===== src/hw/rtl/df1iir_pkg.sv =====
package df1iir_pkg;

  localparam int MAX_TAPS_DEFAULT = 16;

  localparam int SAMPLE_W = 16;
  localparam int COEF_W   = 24;
  localparam int COUNT_W  = 5;
  localparam int SCALE_W  = 32;
  localparam int CFG_IDX_W = 2;

  // Request codes carried by req_type.
  localparam logic [1:0] REQ_SAMPLE = 2'd0;
  localparam logic [1:0] REQ_COEF   = 2'd1;
  localparam logic [1:0] REQ_CLEAR  = 2'd2;

  // Coefficient bank codes.
  localparam logic BANK_FF = 1'b0;
  localparam logic BANK_FB = 1'b1;

  // Configuration register indexes.
  localparam logic [CFG_IDX_W-1:0] CFG_FF_COUNT = 2'd0;
  localparam logic [CFG_IDX_W-1:0] CFG_FB_COUNT = 2'd1;
  localparam logic [CFG_IDX_W-1:0] CFG_SCALE    = 2'd2;

  typedef enum logic [3:0] {
    ST_INIT,
    ST_IDLE,
    ST_CLEAR,
    ST_FF,
    ST_FB,
    ST_DRAIN,
    ST_ROUND,
    ST_SCALE,
    ST_HOLD
  } state_t;

  typedef struct packed {
    logic acc_clr;
    logic issue;
    logic issue_sub;
    logic round_en;
    logic scale_sel;
  } ctl_t;

  typedef struct packed {
    logic                busy;
    logic                sat;
    logic [SAMPLE_W-1:0] y;
  } status_t;

endpackage


===== src/hw/rtl/df1iir_in_if.sv =====
interface df1iir_in_if;
  logic                                   valid;
  logic                                   ready;
  logic [1:0]                             req_type;
  logic signed [df1iir_pkg::SAMPLE_W-1:0] sample_in;
  logic                                   coef_bank;
  logic [3:0]                             coef_index;
  logic signed [df1iir_pkg::COEF_W-1:0]   coef_value;

  modport source (
    output valid, req_type, sample_in, coef_bank, coef_index, coef_value,
    input  ready
  );

  modport sink (
    input  valid, req_type, sample_in, coef_bank, coef_index, coef_value,
    output ready
  );
endinterface


===== src/hw/rtl/df1iir_out_if.sv =====
interface df1iir_out_if;
  logic                                   valid;
  logic                                   ready;
  logic signed [df1iir_pkg::SAMPLE_W-1:0] filtered_sample;
  logic                                   saturated;

  modport source (
    output valid, filtered_sample, saturated,
    input  ready
  );

  modport sink (
    input  valid, filtered_sample, saturated,
    output ready
  );
endinterface


===== src/hw/rtl/direct_form_one_iir_filter.sv =====
// Direct form I IIR filter with one shared multiply-accumulate unit.
// Items arrive on the request channel: a sample, a coefficient write or a
// history clear. Only a sample item yields an item on the result channel.
// The configuration port writes the two tap counts and the output scale;
// the user must write it only while the filter is idle; the block does not enforce this.
// For a sample item the multiplier takes one tap a cycle over nb feedforward
// and na - 1 feedback taps, where nb and na are the feedforward and feedback
// counts in use; then the drain, rounding, scaling (the multiplier's last use)
// and output steps follow. Request ready rises again with the result.
// A coefficient write is taken without leaving the idle state; a clear item
// sweeps both histories to zero. After reset a sweep zeroes all four stores;
// request ready stays low meanwhile. The result sits in an output register:
// if the receiver stalls, one finished result waits there while further
// coefficient and clear items are taken; a following sample holds its result
// until the register frees.
module direct_form_one_iir_filter #(
  parameter int MAX_TAPS = df1iir_pkg::MAX_TAPS_DEFAULT
) (
  input  logic                                clk,
  input  logic                                rst,
  df1iir_in_if.sink                           request,
  df1iir_out_if.source                        result,
  input  logic                                cfg_wr_en,
  input  logic [df1iir_pkg::CFG_IDX_W-1:0]    cfg_index,
  input  logic [df1iir_pkg::SCALE_W-1:0]      cfg_data
);

  localparam int AW = $clog2(MAX_TAPS);

  logic [df1iir_pkg::COUNT_W-1:0]        ff_count, fb_count;
  logic signed [df1iir_pkg::SCALE_W-1:0] output_scale;

  df1iir_pkg::ctl_t    ctl;
  df1iir_pkg::status_t status;
  logic                out_load, out_free, res_valid;

  logic                                   ih_we, oh_we, ff_we, fb_we;
  logic [AW-1:0]                          hist_waddr, coef_waddr, coef_raddr, hist_raddr;
  logic signed [df1iir_pkg::SAMPLE_W-1:0] ih_wdata, oh_wdata, ih_rd, oh_rd;
  logic signed [df1iir_pkg::COEF_W-1:0]   coef_wdata, ff_rd, fb_rd;

  always_ff @(posedge clk) begin
    if (rst) begin
      ff_count     <= 5'd1;
      fb_count     <= 5'd1;
      output_scale <= 32'sd65536;
    end else if (cfg_wr_en) begin
      unique case (cfg_index)
        df1iir_pkg::CFG_FF_COUNT: ff_count     <= cfg_data[df1iir_pkg::COUNT_W-1:0];
        df1iir_pkg::CFG_FB_COUNT: fb_count     <= cfg_data[df1iir_pkg::COUNT_W-1:0];
        df1iir_pkg::CFG_SCALE:    output_scale <= cfg_data;
        default: begin
        end
      endcase
    end
  end

  df1iir_seq #(.MAX_TAPS(MAX_TAPS)) u_seq (
    .clk        (clk),
    .rst        (rst),
    .request    (request),
    .ff_count   (ff_count),
    .fb_count   (fb_count),
    .out_free   (out_free),
    .status     (status),
    .ctl        (ctl),
    .out_load   (out_load),
    .ih_we      (ih_we),
    .oh_we      (oh_we),
    .hist_waddr (hist_waddr),
    .ih_wdata   (ih_wdata),
    .oh_wdata   (oh_wdata),
    .ff_we      (ff_we),
    .fb_we      (fb_we),
    .coef_waddr (coef_waddr),
    .coef_wdata (coef_wdata),
    .coef_raddr (coef_raddr),
    .hist_raddr (hist_raddr)
  );

  df1iir_ram #(.DEPTH(MAX_TAPS), .WIDTH(df1iir_pkg::SAMPLE_W)) u_in_hist (
    .clk   (clk),
    .we    (ih_we),
    .waddr (hist_waddr),
    .wdata (ih_wdata),
    .raddr (hist_raddr),
    .rdata (ih_rd)
  );

  df1iir_ram #(.DEPTH(MAX_TAPS), .WIDTH(df1iir_pkg::SAMPLE_W)) u_out_hist (
    .clk   (clk),
    .we    (oh_we),
    .waddr (hist_waddr),
    .wdata (oh_wdata),
    .raddr (hist_raddr),
    .rdata (oh_rd)
  );

  df1iir_ram #(.DEPTH(MAX_TAPS), .WIDTH(df1iir_pkg::COEF_W)) u_ff_coef (
    .clk   (clk),
    .we    (ff_we),
    .waddr (coef_waddr),
    .wdata (coef_wdata),
    .raddr (coef_raddr),
    .rdata (ff_rd)
  );

  df1iir_ram #(.DEPTH(MAX_TAPS), .WIDTH(df1iir_pkg::COEF_W)) u_fb_coef (
    .clk   (clk),
    .we    (fb_we),
    .waddr (coef_waddr),
    .wdata (coef_wdata),
    .raddr (coef_raddr),
    .rdata (fb_rd)
  );

  df1iir_dp #(.MAX_TAPS(MAX_TAPS)) u_dp (
    .clk    (clk),
    .rst    (rst),
    .ctl    (ctl),
    .scale  (output_scale),
    .ff_rd  (ff_rd),
    .fb_rd  (fb_rd),
    .ih_rd  (ih_rd),
    .oh_rd  (oh_rd),
    .status (status)
  );

  assign out_free = !res_valid || result.ready;

  always_ff @(posedge clk) begin
    if (rst) begin
      res_valid <= 1'b0;
    end else if (out_load) begin
      res_valid <= 1'b1;
    end else if (result.ready) begin
      res_valid <= 1'b0;
    end
  end

  always_ff @(posedge clk) begin
    if (out_load) begin
      result.filtered_sample <= status.y;
      result.saturated       <= status.sat;
    end
  end

  assign result.valid = res_valid;

endmodule


===== src/hw/rtl/df1iir_ram.sv =====
module df1iir_ram #(
  parameter int DEPTH = df1iir_pkg::MAX_TAPS_DEFAULT,
  parameter int WIDTH = df1iir_pkg::SAMPLE_W,
  localparam int AW = $clog2(DEPTH)
) (
  input  logic             clk,
  input  logic             we,
  input  logic [AW-1:0]    waddr,
  input  logic [WIDTH-1:0] wdata,
  input  logic [AW-1:0]    raddr,
  output logic [WIDTH-1:0] rdata
);

  logic [WIDTH-1:0] mem [DEPTH];

  always_ff @(posedge clk) begin
    if (we) begin
      mem[waddr] <= wdata;
    end
  end

  always_ff @(posedge clk) begin
    rdata <= mem[raddr];
  end

endmodule


===== src/hw/rtl/df1iir_dp.sv =====
module df1iir_dp #(
  parameter int MAX_TAPS = df1iir_pkg::MAX_TAPS_DEFAULT
) (
  input  logic                                   clk,
  input  logic                                   rst,
  input  df1iir_pkg::ctl_t                       ctl,
  input  logic signed [df1iir_pkg::SCALE_W-1:0]  scale,
  input  logic signed [df1iir_pkg::COEF_W-1:0]   ff_rd,
  input  logic signed [df1iir_pkg::COEF_W-1:0]   fb_rd,
  input  logic signed [df1iir_pkg::SAMPLE_W-1:0] ih_rd,
  input  logic signed [df1iir_pkg::SAMPLE_W-1:0] oh_rd,
  output df1iir_pkg::status_t                    status
);

  localparam int CW   = df1iir_pkg::COEF_W;
  localparam int SW   = df1iir_pkg::SAMPLE_W;
  localparam int KW   = df1iir_pkg::SCALE_W;
  // Each tap product is 40 bits; the sum of up to 2*MAX_TAPS of them grows by the log.
  localparam int ACC_W = CW + SW + $clog2(2 * MAX_TAPS);
  localparam int MA_W  = ACC_W - 19;
  localparam int P_W   = MA_W + KW;
  localparam int ZW    = P_W - 15;

  localparam logic signed [ACC_W:0] HALF20 = (ACC_W + 1)'(2 ** 19);
  localparam logic signed [P_W:0]   HALF16 = (P_W + 1)'(2 ** 15);
  localparam logic signed [ZW-1:0]  ZMAX   = ZW'(32767);
  localparam logic signed [ZW-1:0]  ZMIN   = -(ZW'(32768));

  logic                    t1_v, t1_sub, t2_v, t2_sub;
  logic signed [P_W-1:0]   prod;
  logic signed [ACC_W-1:0] acc;
  logic signed [MA_W-1:0]  y15;

  logic signed [CW-1:0]    coef_sel;
  logic signed [SW-1:0]    hist_sel;
  logic signed [MA_W-1:0]  mul_a;
  logic signed [KW-1:0]    mul_b;
  logic signed [ACC_W-1:0] prod_tr;
  logic signed [ACC_W:0]   acc_rnd;
  logic signed [P_W:0]     scl_rnd;
  logic signed [ZW-1:0]    z;

  // Tag stage t1 lines up with the memory read data and stage t2 with the product.
  always_ff @(posedge clk) begin
    if (rst) begin
      t1_v   <= 1'b0;
      t1_sub <= 1'b0;
      t2_v   <= 1'b0;
      t2_sub <= 1'b0;
    end else begin
      t1_v   <= ctl.issue;
      t1_sub <= ctl.issue_sub;
      t2_v   <= t1_v;
      t2_sub <= t1_sub;
    end
  end

  always_comb begin
    coef_sel = t1_sub ? fb_rd : ff_rd;
    hist_sel = t1_sub ? oh_rd : ih_rd;
    if (ctl.scale_sel) begin
      mul_a = y15;
      mul_b = scale;
    end else begin
      mul_a = {{(MA_W - CW){coef_sel[CW-1]}}, coef_sel};
      mul_b = {{(KW - SW){hist_sel[SW-1]}}, hist_sel};
    end
  end

  // The one shared multiplier serves both the tap products and the output scaling.
  always_ff @(posedge clk) begin
    if (t1_v || ctl.scale_sel) begin
      prod <= mul_a * mul_b;
    end
  end

  assign prod_tr = prod[ACC_W-1:0];
  assign acc_rnd = {acc[ACC_W-1], acc} + HALF20;

  always_ff @(posedge clk) begin
    if (ctl.acc_clr) begin
      acc <= '0;
    end else if (t2_v) begin
      acc <= t2_sub ? (acc - prod_tr) : (acc + prod_tr);
    end
  end

  always_ff @(posedge clk) begin
    if (ctl.round_en) begin
      y15 <= acc_rnd[ACC_W:20];
    end
  end

  assign scl_rnd = {prod[P_W-1], prod} + HALF16;
  assign z       = scl_rnd[P_W:16];

  always_comb begin
    status.busy = t1_v || t2_v;
    if (z > ZMAX) begin
      status.y   = 16'h7FFF;
      status.sat = 1'b1;
    end else if (z < ZMIN) begin
      status.y   = 16'h8000;
      status.sat = 1'b1;
    end else begin
      status.y   = z[SW-1:0];
      status.sat = 1'b0;
    end
  end

endmodule


===== src/hw/rtl/df1iir_seq.sv =====
module df1iir_seq #(
  parameter int MAX_TAPS = df1iir_pkg::MAX_TAPS_DEFAULT,
  localparam int AW = $clog2(MAX_TAPS)
) (
  input  logic                                   clk,
  input  logic                                   rst,
  df1iir_in_if.sink                              request,
  input  logic [df1iir_pkg::COUNT_W-1:0]         ff_count,
  input  logic [df1iir_pkg::COUNT_W-1:0]         fb_count,
  input  logic                                   out_free,
  input  df1iir_pkg::status_t                    status,
  output df1iir_pkg::ctl_t                       ctl,
  output logic                                   out_load,
  output logic                                   ih_we,
  output logic                                   oh_we,
  output logic [AW-1:0]                          hist_waddr,
  output logic signed [df1iir_pkg::SAMPLE_W-1:0] ih_wdata,
  output logic signed [df1iir_pkg::SAMPLE_W-1:0] oh_wdata,
  output logic                                   ff_we,
  output logic                                   fb_we,
  output logic [AW-1:0]                          coef_waddr,
  output logic signed [df1iir_pkg::COEF_W-1:0]   coef_wdata,
  output logic [AW-1:0]                          coef_raddr,
  output logic [AW-1:0]                          hist_raddr
);

  localparam logic [AW-1:0] LAST  = AW'(MAX_TAPS - 1);
  localparam logic [7:0]    MAXT8 = 8'(MAX_TAPS);

  df1iir_pkg::state_t state, state_next;
  logic [AW-1:0] cnt, ha, hp;
  logic [AW-1:0] hp_dec, hp_inc, ha_inc;
  logic [AW-1:0] ff_last, fb_last;
  logic [7:0]    ffc8, fbc8, ffm8, fbm8, idx8;
  logic          accept, take_sample, take_coef, idx_ok, sweep;

  function automatic logic [AW-1:0] wrap_inc(input logic [AW-1:0] a);
    return (a == LAST) ? '0 : a + 1'b1;
  endfunction

  function automatic logic [AW-1:0] wrap_dec(input logic [AW-1:0] a);
    return (a == '0) ? LAST : a - 1'b1;
  endfunction

  // The histories are circular: entry i of a history lives at hp + i.
  assign hp_dec = wrap_dec(hp);
  assign hp_inc = wrap_inc(hp);
  assign ha_inc = wrap_inc(ha);

  // A count of zero acts as one, and any count above the depth acts as the depth.
  assign ffc8 = {3'b000, ff_count};
  assign fbc8 = {3'b000, fb_count};
  assign ffm8 = ffc8 - 8'd1;
  assign fbm8 = fbc8 - 8'd1;

  always_comb begin
    if (ffc8 == 8'd0) begin
      ff_last = '0;
    end else if (ffc8 > MAXT8) begin
      ff_last = LAST;
    end else begin
      ff_last = ffm8[AW-1:0];
    end
    if (fbc8 == 8'd0) begin
      fb_last = '0;
    end else if (fbc8 > MAXT8) begin
      fb_last = LAST;
    end else begin
      fb_last = fbm8[AW-1:0];
    end
  end

  assign request.ready = (state == df1iir_pkg::ST_IDLE);
  assign accept        = request.valid && request.ready;
  assign take_sample   = accept && (request.req_type == df1iir_pkg::REQ_SAMPLE);
  assign take_coef     = accept && (request.req_type == df1iir_pkg::REQ_COEF);
  assign idx8          = {4'b0000, request.coef_index};
  assign idx_ok        = idx8 < MAXT8;

  always_comb begin
    state_next = state;
    unique case (state)
      df1iir_pkg::ST_INIT, df1iir_pkg::ST_CLEAR: begin
        if (cnt == LAST) begin
          state_next = df1iir_pkg::ST_IDLE;
        end
      end
      df1iir_pkg::ST_IDLE: begin
        if (request.valid) begin
          unique case (request.req_type)
            df1iir_pkg::REQ_SAMPLE: state_next = df1iir_pkg::ST_FF;
            df1iir_pkg::REQ_CLEAR:  state_next = df1iir_pkg::ST_CLEAR;
            default:                state_next = df1iir_pkg::ST_IDLE;
          endcase
        end
      end
      df1iir_pkg::ST_FF: begin
        if (cnt == ff_last) begin
          state_next = (fb_last == '0) ? df1iir_pkg::ST_DRAIN : df1iir_pkg::ST_FB;
        end
      end
      df1iir_pkg::ST_FB: begin
        if (cnt == fb_last) begin
          state_next = df1iir_pkg::ST_DRAIN;
        end
      end
      df1iir_pkg::ST_DRAIN: begin
        if (!status.busy) begin
          state_next = df1iir_pkg::ST_ROUND;
        end
      end
      df1iir_pkg::ST_ROUND: state_next = df1iir_pkg::ST_SCALE;
      df1iir_pkg::ST_SCALE: state_next = df1iir_pkg::ST_HOLD;
      df1iir_pkg::ST_HOLD: begin
        if (out_free) begin
          state_next = df1iir_pkg::ST_IDLE;
        end
      end
      default: state_next = df1iir_pkg::ST_IDLE;
    endcase
  end

  always_ff @(posedge clk) begin
    if (rst) begin
      state <= df1iir_pkg::ST_INIT;
      cnt   <= '0;
      ha    <= '0;
      hp    <= '0;
    end else begin
      state <= state_next;
      unique case (state)
        df1iir_pkg::ST_INIT, df1iir_pkg::ST_CLEAR: begin
          cnt <= wrap_inc(cnt);
        end
        df1iir_pkg::ST_IDLE: begin
          if (accept) begin
            cnt <= '0;
          end
          if (take_sample) begin
            hp <= hp_dec;
            ha <= hp_dec;
          end
        end
        df1iir_pkg::ST_FF: begin
          if (cnt == ff_last) begin
            cnt <= AW'(1);
            ha  <= hp_inc;
          end else begin
            cnt <= cnt + 1'b1;
            ha  <= ha_inc;
          end
        end
        df1iir_pkg::ST_FB: begin
          cnt <= cnt + 1'b1;
          ha  <= ha_inc;
        end
        default: begin
        end
      endcase
    end
  end

  assign sweep = (state == df1iir_pkg::ST_INIT) || (state == df1iir_pkg::ST_CLEAR);

  always_comb begin
    ctl.acc_clr   = take_sample;
    ctl.issue     = (state == df1iir_pkg::ST_FF) || (state == df1iir_pkg::ST_FB);
    ctl.issue_sub = (state == df1iir_pkg::ST_FB);
    ctl.round_en  = (state == df1iir_pkg::ST_ROUND);
    ctl.scale_sel = (state == df1iir_pkg::ST_SCALE);
    out_load      = (state == df1iir_pkg::ST_HOLD) && out_free;

    ih_we      = sweep || take_sample;
    oh_we      = sweep || out_load;
    ih_wdata   = take_sample ? request.sample_in : '0;
    oh_wdata   = out_load ? status.y : '0;
    if (sweep) begin
      hist_waddr = cnt;
    end else if (out_load) begin
      hist_waddr = hp;
    end else begin
      hist_waddr = hp_dec;
    end

    ff_we      = (state == df1iir_pkg::ST_INIT) ||
                 (take_coef && idx_ok && (request.coef_bank == df1iir_pkg::BANK_FF));
    fb_we      = (state == df1iir_pkg::ST_INIT) ||
                 (take_coef && idx_ok && (request.coef_bank == df1iir_pkg::BANK_FB));
    coef_waddr = (state == df1iir_pkg::ST_INIT) ? cnt : idx8[AW-1:0];
    coef_wdata = (state == df1iir_pkg::ST_INIT) ? '0 : request.coef_value;

    coef_raddr = cnt;
    hist_raddr = ha;
  end

endmodule

===== src/flat_wrapper.sv =====
// flat-port wrapper written by rule: the top's interface ports become plain ports
module direct_form_one_iir_filter_flat 
#(
  parameter int MAX_TAPS = df1iir_pkg::MAX_TAPS_DEFAULT
)
  (clk, rst, cfg_wr_en, cfg_index, cfg_data, request_valid, request_req_type, request_sample_in, request_coef_bank, request_coef_index, request_coef_value, request_ready, result_valid, result_filtered_sample, result_saturated, result_ready);
  df1iir_in_if request_i ();
  df1iir_out_if result_i ();
  input  logic clk;
  input  logic rst;
  input  logic cfg_wr_en;
  input  logic [df1iir_pkg::CFG_IDX_W-1:0] cfg_index;
  input  logic [df1iir_pkg::SCALE_W-1:0] cfg_data;
  input wire logic [$bits(request_i.valid)-1:0] request_valid;
  input wire logic [$bits(request_i.req_type)-1:0] request_req_type;
  input wire logic [$bits(request_i.sample_in)-1:0] request_sample_in;
  input wire logic [$bits(request_i.coef_bank)-1:0] request_coef_bank;
  input wire logic [$bits(request_i.coef_index)-1:0] request_coef_index;
  input wire logic [$bits(request_i.coef_value)-1:0] request_coef_value;
  output wire logic [$bits(request_i.ready)-1:0] request_ready;
  output wire logic [$bits(result_i.valid)-1:0] result_valid;
  output wire logic [$bits(result_i.filtered_sample)-1:0] result_filtered_sample;
  output wire logic [$bits(result_i.saturated)-1:0] result_saturated;
  input wire logic [$bits(result_i.ready)-1:0] result_ready;
  assign request_i.valid = request_valid;
  assign request_i.req_type = request_req_type;
  assign request_i.sample_in = request_sample_in;
  assign request_i.coef_bank = request_coef_bank;
  assign request_i.coef_index = request_coef_index;
  assign request_i.coef_value = request_coef_value;
  assign request_ready = request_i.ready;
  assign result_valid = result_i.valid;
  assign result_filtered_sample = result_i.filtered_sample;
  assign result_saturated = result_i.saturated;
  assign result_i.ready = result_ready;
  direct_form_one_iir_filter #(.MAX_TAPS(MAX_TAPS)) u_core (.clk(clk), .rst(rst), .request(request_i), .result(result_i), .cfg_wr_en(cfg_wr_en), .cfg_index(cfg_index), .cfg_data(cfg_data));
endmodule

===== config.mk =====
export PLATFORM = sky130hd
export DESIGN_NAME = direct_form_one_iir_filter_flat
export DESIGN_NICKNAME = d
export VERILOG_FILES = /design/src/hw/rtl/df1iir_pkg.sv /design/src/hw/rtl/df1iir_in_if.sv /design/src/hw/rtl/df1iir_out_if.sv /design/src/hw/rtl/direct_form_one_iir_filter.sv /design/src/hw/rtl/df1iir_ram.sv /design/src/hw/rtl/df1iir_dp.sv /design/src/hw/rtl/df1iir_seq.sv /design/src/flat_wrapper.sv
export SDC_FILE = /design/constraint.sdc
export NUM_CORES = 2
export LEC_CHECK = 0
export ABC_AREA = 1
export BUFFER_PORTS_ARGS = -buffer_cell sky130_fd_sc_hd__buf_2
export CAP_MARGIN = 10
export CORE_UTILIZATION = 49
export CTS_BUF_LIST = sky130_fd_sc_hd__clkbuf_16
export DETAILED_ROUTE_END_ITERATION = 7
export PLACE_DENSITY = 0.64
export SKIP_CTS_REPAIR_TIMING = 1
export SLEW_MARGIN = 20
export SYNTH_ARGS = -nofsm -noshare
export SYNTH_HDL_FRONTEND = slang
export SYNTH_SLANG_ARGS = --single-unit

===== constraint.sdc =====
create_clock -name clk -period 9.3 [get_ports clk]
set_clock_uncertainty 0.15 [all_clocks]
set_input_delay 0.465 -clock clk [delete_from_list [all_inputs] [get_ports clk]]
set_output_delay 0.465 -clock clk [all_outputs]
set_load 0.01 [all_outputs]

Yosys cells after proc, flatten, opt, wreduce, memory -nomap -nowiden:

Memories as Yosys holds them, arrays and structs flattened. A register that Yosys moved wholly into a read port is not among the register bits.
Index checks and enable logic that the tools add are counted.

* add/subtract/negate cells: 10
* magnitude comparators: 5
* bitwise operators: 1
* multipliers: 1
* equal/unequal tests: 25
* muxes and demuxes: 46
* reduce and logical (&&, ||, !) cells: 35

Operators by type and width (count)
* $mux W4: 21
* $mux W16: 4
* $add A58 B17 Y59 const B: 1
* $mul A26 B32 Y58: 1
* $mux W24: 2
* $add A45 B21 Y46 const B: 1
* $add A45 B45 Y45: 1
* $mux W45: 1
* $sub A45 B45 Y45: 1
* $gt A43 B16 Y1 const B: 1
* $lt A43 B16 Y1 const B: 1
* $mux W32: 1
* $pmux W4 S8: 1
* $mux W26: 1
* $mux W17: 1
* $eq A4 B3 Y1 const B: 4
* $eq A4 B4 Y1 const B: 4
* $logic_not A8 Y1: 2
* $pmux W4 S4: 1
* $add A4 B1 Y4 const B: 3
* $logic_not A4 Y1: 3
* $pmux W4 S3: 1
* $reduce_and A2 Y1: 6
* $sub A4 B1 Y4 const B: 3
* other kinds (21): 57

* bits in registers: 209
* memories: 4
* output and inout port bits: 19
* bits in writable memories: 1280

Memory list
* u_core.u_fb_coef.mem: words 16, bits a word 24, rd ports 1, clocked after Yosys merged registers in 1, wr ports 1, RTL line df1iir_ram.sv:14 `logic [WIDTH-1:0] mem [DEPTH];`
* u_core.u_ff_coef.mem: words 16, bits a word 24, rd ports 1, clocked after Yosys merged registers in 1, wr ports 1, RTL line df1iir_ram.sv:14
* u_core.u_in_hist.mem: words 16, bits a word 16, rd ports 1, clocked after Yosys merged registers in 1, wr ports 1, RTL line df1iir_ram.sv:14
* u_core.u_out_hist.mem: words 16, bits a word 16, rd ports 1, clocked after Yosys merged registers in 1, wr ports 1, RTL line df1iir_ram.sv:14

Logic depth before layout (Yosys ltp):

* depth in word-level cells: 8
* gate-level depth with buffers: 36
* depth with buffers taken out: 34

By module:

From an unflattened synthesis, not the netlist that was laid out.

* cells, all modules: 11627
* area, all modules: 103224.0 sq um

Modules (own cells, without submodules)
* df1iir_dp: cells an instance 5572, area an instance 41986.5 sq um, times used 1, seq. area each 3503.4 sq um
* df1iir_ram (u_core.u_fb_coef ...): cells an instance 1597, area an instance 16951.3 sq um, times used 2, seq. area each 12011.5 sq um
* df1iir_ram (u_core.u_in_hist ...): cells an instance 1074, area an instance 11380.9 sq um, times used 2, seq. area each 8007.7 sq um
* direct_form_one_iir_filter: cells an instance 286, area an instance 2298.5 sq um, times used 1, seq. area each 1371.3 sq um
* df1iir_seq: cells an instance 427, area an instance 2274.7 sq um, times used 1, seq. area each 320.3 sq um

Worst setup path after synthesis:

Ideal clock, no wire load.

* path kind: reg-to-reg
* start: register u_core.u_seq.state[2]
* end: register u_core.u_dp.prod[56], data pin
* period minus slack after synthesis: 7700 ps
* path slack: 1600 ps
* required time: 8885 ps
* path buffers: 2
* arrival: 7285 ps
* cell stages (with the launch flop): 25
* path through: dfxtp_1 inv_1 nor2_1 nand3_1 clkbuf_1 o21ai_1 clkbuf_1 nor2_1 fa_1 fa_1 inv_1 fa_1 inv_1 fa_1 fa_1 fa_1 fa_1 ha_1 nand2_1 inv_1 a21oi_1 o21ai_0 a221oi_1 o211ai_1 xor2_1

* cells in the longest elaborated chain, start to end: 3

Ends and longest elaborated chain
* start, declared: RTL line df1iir_seq.sv:30 `df1iir_pkg::state_t state, state_next;`
* start signal, assigned: RTL line df1iir_seq.sv:125 `state <= df1iir_pkg::ST_INIT;`
* start signal, assigned: RTL line df1iir_seq.sv:130 `state <= state_next;`
* $eq A4 B3 Y1 *: RTL line df1iir_seq.sv:170 `ctl.scale_sel = (state == df1iir_pkg::ST_SCALE);`
* $mux W26 / $mux W32 (equally long branches): RTL line df1iir_dp.sv:61 `if (ctl.scale_sel) begin`
* $mul A26 B32 Y58 *: RTL line df1iir_dp.sv:73 `prod <= mul_a * mul_b;`
* end signal, assigned: RTL line df1iir_dp.sv:73
* end, declared: RTL line df1iir_dp.sv:30 `logic signed [P_W-1:0] prod;`

Mark *: on every way between the ends. The rest lies on a longest branch, timed or not.
A chain may end at the register's enable or synchronous reset.

Worst setup path after layout:

* start: register u_core.u_seq.state[2]
* end: register u_core.u_dp.prod[37], data pin

Same word-level chain as after synthesis.

==> flow_summary.yaml <==
placed_design:
  place_congestion: 1.02
  dp.cells: 11700
  port_buffers: 104
  dpl.hpwl_um: 213000
clock_tree:
  cts_tree: "done"
  htree_levels: 4
  cts_buffer_depth: 3
  clk_pin_slew_worst_paths_ns: 0.06
  root_buffer: "clkbuf_16"
  clkLatencyLatePin_ns: 0.82
  cts_buffers: 163
  numClockSinks: 1569
worst_hold_path:
  hp-class: "in2reg"
sta:
  tightest_slew_ns: 1.17
  max_freq_mhz: 111
  finalCritPeriodShare_pct: 97.2
  fin_hold_ws_ns: -0.00546
  maxSlewViolCount: 0
  post-route-min-period_ns: 9.04
  finalSetupViolations: 0
  rsz0062_at_grt: "yes"
  final_hold_viol_count: 1
  slew_headroom_pct: 21.6
synthesis:
  syn_avg_cell_area_um2: 10.4
  synthTopCellsByCount: "nor2_1 (1479), edfxtp_1 (1381), inv_1 (1322), nand2_1 (1107), fa_1 (855)"
  synth.most_common_cell: "nor2_1"
  synth_edf_count: 1381
  yosysSeqAreaShare_pct: 47.2
  synth_fp_nets: 10400
  postSynthCellCount: 9251
  synth_flop_cell: "edfxtp_1"
  ys_async_sr_fraction_pct: 0
  ys_types: 53
  ys_warn_count: 0
  synth_area_leader_cell: "edfxtp_1"
  synth_area_mm2: 0.0958
  yosys.area.top_type_share_pct: 43.3
  yosys_register_bits: 1569
  yosys-top-cells-area: "edfxtp_1 (43%), fa_1 (18%), nor2_1 (5.8%)"
setup_path:
  crit_family: "adder cells"
  required_ns: 9.73
  cp_slowest_cell: "fa_1"
  critical_path_class: "reg2reg"
  cp_slowest_stage_delay_ns: 0.54
  critPathMaxFanout: 24
  timing.critical_path.to_type: "register"
  cp_num_buf_inv: 9
  cp.arrival_ns: 9.46
  cp-start-kind: "register"
floorplan:
  die_area_mm2: 0.197
  fp-row-count: 161
  start_util_pct: 49.5
  fp.dieH_um: 444
  ios: 105
  die_w_um: 444
  coreArea_mm2: 0.193
flow_run:
  drv_cap: 0
finish:
  nets: 10500
  area_growth_pct: 10.5
  stdcell_count: 12000
  fill_cells: 16800
  seq_area_mm2: 0.0453
  drive_gt1_share_pct: 8.44
  multi_input_area_mm2: 0.0442
routing:
  first_pass_iters: 8
  route.detailed.drc: 0
  first_iter_violations: 6700
  via_per_inst: 5.80
  wl_per_cell_um: 25.4
  routed_wl_um: 305000
  vias: 69700
  ant_nets: 0
grt:
  grt_overflow: 0
  antenna_found_initial: 15
  grt_start_max_net_pins: 224
  grt_use_total_pct: 30.8
  grt_pass1_vias: 69400
  grt_first_pass_wirelength_um: 447000
outcome:
  violations: "negative hold slack"
  outcome: "finished with violations"
placed cells by master, fill, tap and decap left out, types with 25 or more instances in the layout:
cell type / n
o21ai_1: 25
buf_4: 229
nand2_1: 1106
nand3_1: 231
nand4_1: 44
or2_2: 43
buf_2: 104
o21ai_2: 34
clkinv_1: 45
dlygate4sd3_1: 42
clkbuf_16: 164
edfxtp_1: 1381
o211ai_1: 101
inv_1: 1376
a21oi_1: 189
o22ai_1: 51
nor2_2: 39
nor2_4: 42
mux2i_1: 103
o221ai_1: 263
o21ai_0: 723
nor3_1: 48
nor2_1: 1412
xnor2_1: 39
fa_1: 855
a31oi_1: 25
xor2_1: 144
dfxtp_1: 179
ha_1: 213
worst reg2reg max path, delay by kind of cell (launching register included):
family                     cells  cell delay [ns]
buffers and inverters          9             1.57
DFF                            1             0.35
AOI/OAI and AO/OA              5             1.45
xor gates and xnor gates       1             0.40
adders and majority gates      8             3.50
and+or+nand+nor                6             1.38
flip-flops by register name, indices dropped and copies added, names as in the netlist, 5 cells and up:
name / cells
u_core.u_ff_coef.mem: 384
u_core.u_out_hist.mem: 256
u_core.result.filtered_sample: 16
u_core.u_in_hist.mem: 256
u_core.u_dp.y15: 26
u_core.output_scale: 32
u_core.u_in_hist.rdata: 16
u_core.ff_count: 5
u_core.u_fb_coef.mem: 384
u_core.u_fb_coef.rdata: 24
u_core.u_dp.prod: 58
u_core.fb_count: 5
u_core.u_ff_coef.rdata: 24
u_core.u_dp.acc: 45
u_core.u_out_hist.rdata: 16
area by class of cell:
cell class	instances	area share, %
inverter	1355	4.82
multi-input combinational	5870	41.7
clock inverter	138	0.947
timing repair buffer	392	2.87
clock buffer	164	3.88
antenna	5	0.0118
sequential	1569	42.8
tap	2526	2.99
metrics by stage:
step	setup slack, ns	hold slack [ns]	area, um2	util [%]	TNS (ns)
2_1_floorplan	1.60	0.274	95800	-	0
3_3_place_gp	0.280	0.293	100000	51.7	0
4_1_cts	0.239	-0.297	105000	54.4	0
5_1_grt	-0.0106	0.0157	106000	54.7	-0.0106
3_5_place_dp	0.282	0.295	100000	51.8	0
6_report	0.262	-0.00546	106000	54.7	0
final timing paths:
kind | cells past startpoint | start | to | slack (ns)
worst max-delay path | 29 | u_core.u_seq.state[2] | u_core.u_dp.prod[37] | 0.26
worst min-delay path | 4 | cfg_index[0] | u_core.output_scale[16] | -0.005
worst max register to register | 29 | u_core.u_seq.state[2] | u_core.u_dp.prod[37] | 0.26
worst min register to register | 2 | u_core.output_scale[6] | u_core.output_scale[6] | 0.31
kinds of logic (layout without fill, tap and decap cells):
kind of cell | Yosys count | count (layout) | share of synthesized area (%)
AOI/OAI and AO/OA | 1506 | 1506 | 9.61
xor gates and xnor gates | 183 | 183 | 1.67
adders and majority gates | 1068 | 1068 | 20.7
buffers and inverters | 1812 | 2049 | 7.21
DFF | 1569 | 1569 | 47.2
muxes | 103 | 103 | 1.08
other | 0 | 5 | 0
and+or+nand+nor | 3010 | 3010 | 12.6
per-layer routing:
layer | share of wire (%) | track usage [%] | vias to the layer above
li1 | - | - | 30900
met5 | 0.0082 | 0 | -
met1 | 40 | 40.5 | 35100
met4 | 5.3 | 15.4 | 4
met2 | 48 | 50.2 | 2995
met3 | 7.2 | 4.06 | 659
Power is not shown: default switching activity piles up to over one toggle a cycle in this logic, so the estimate is an artifact.
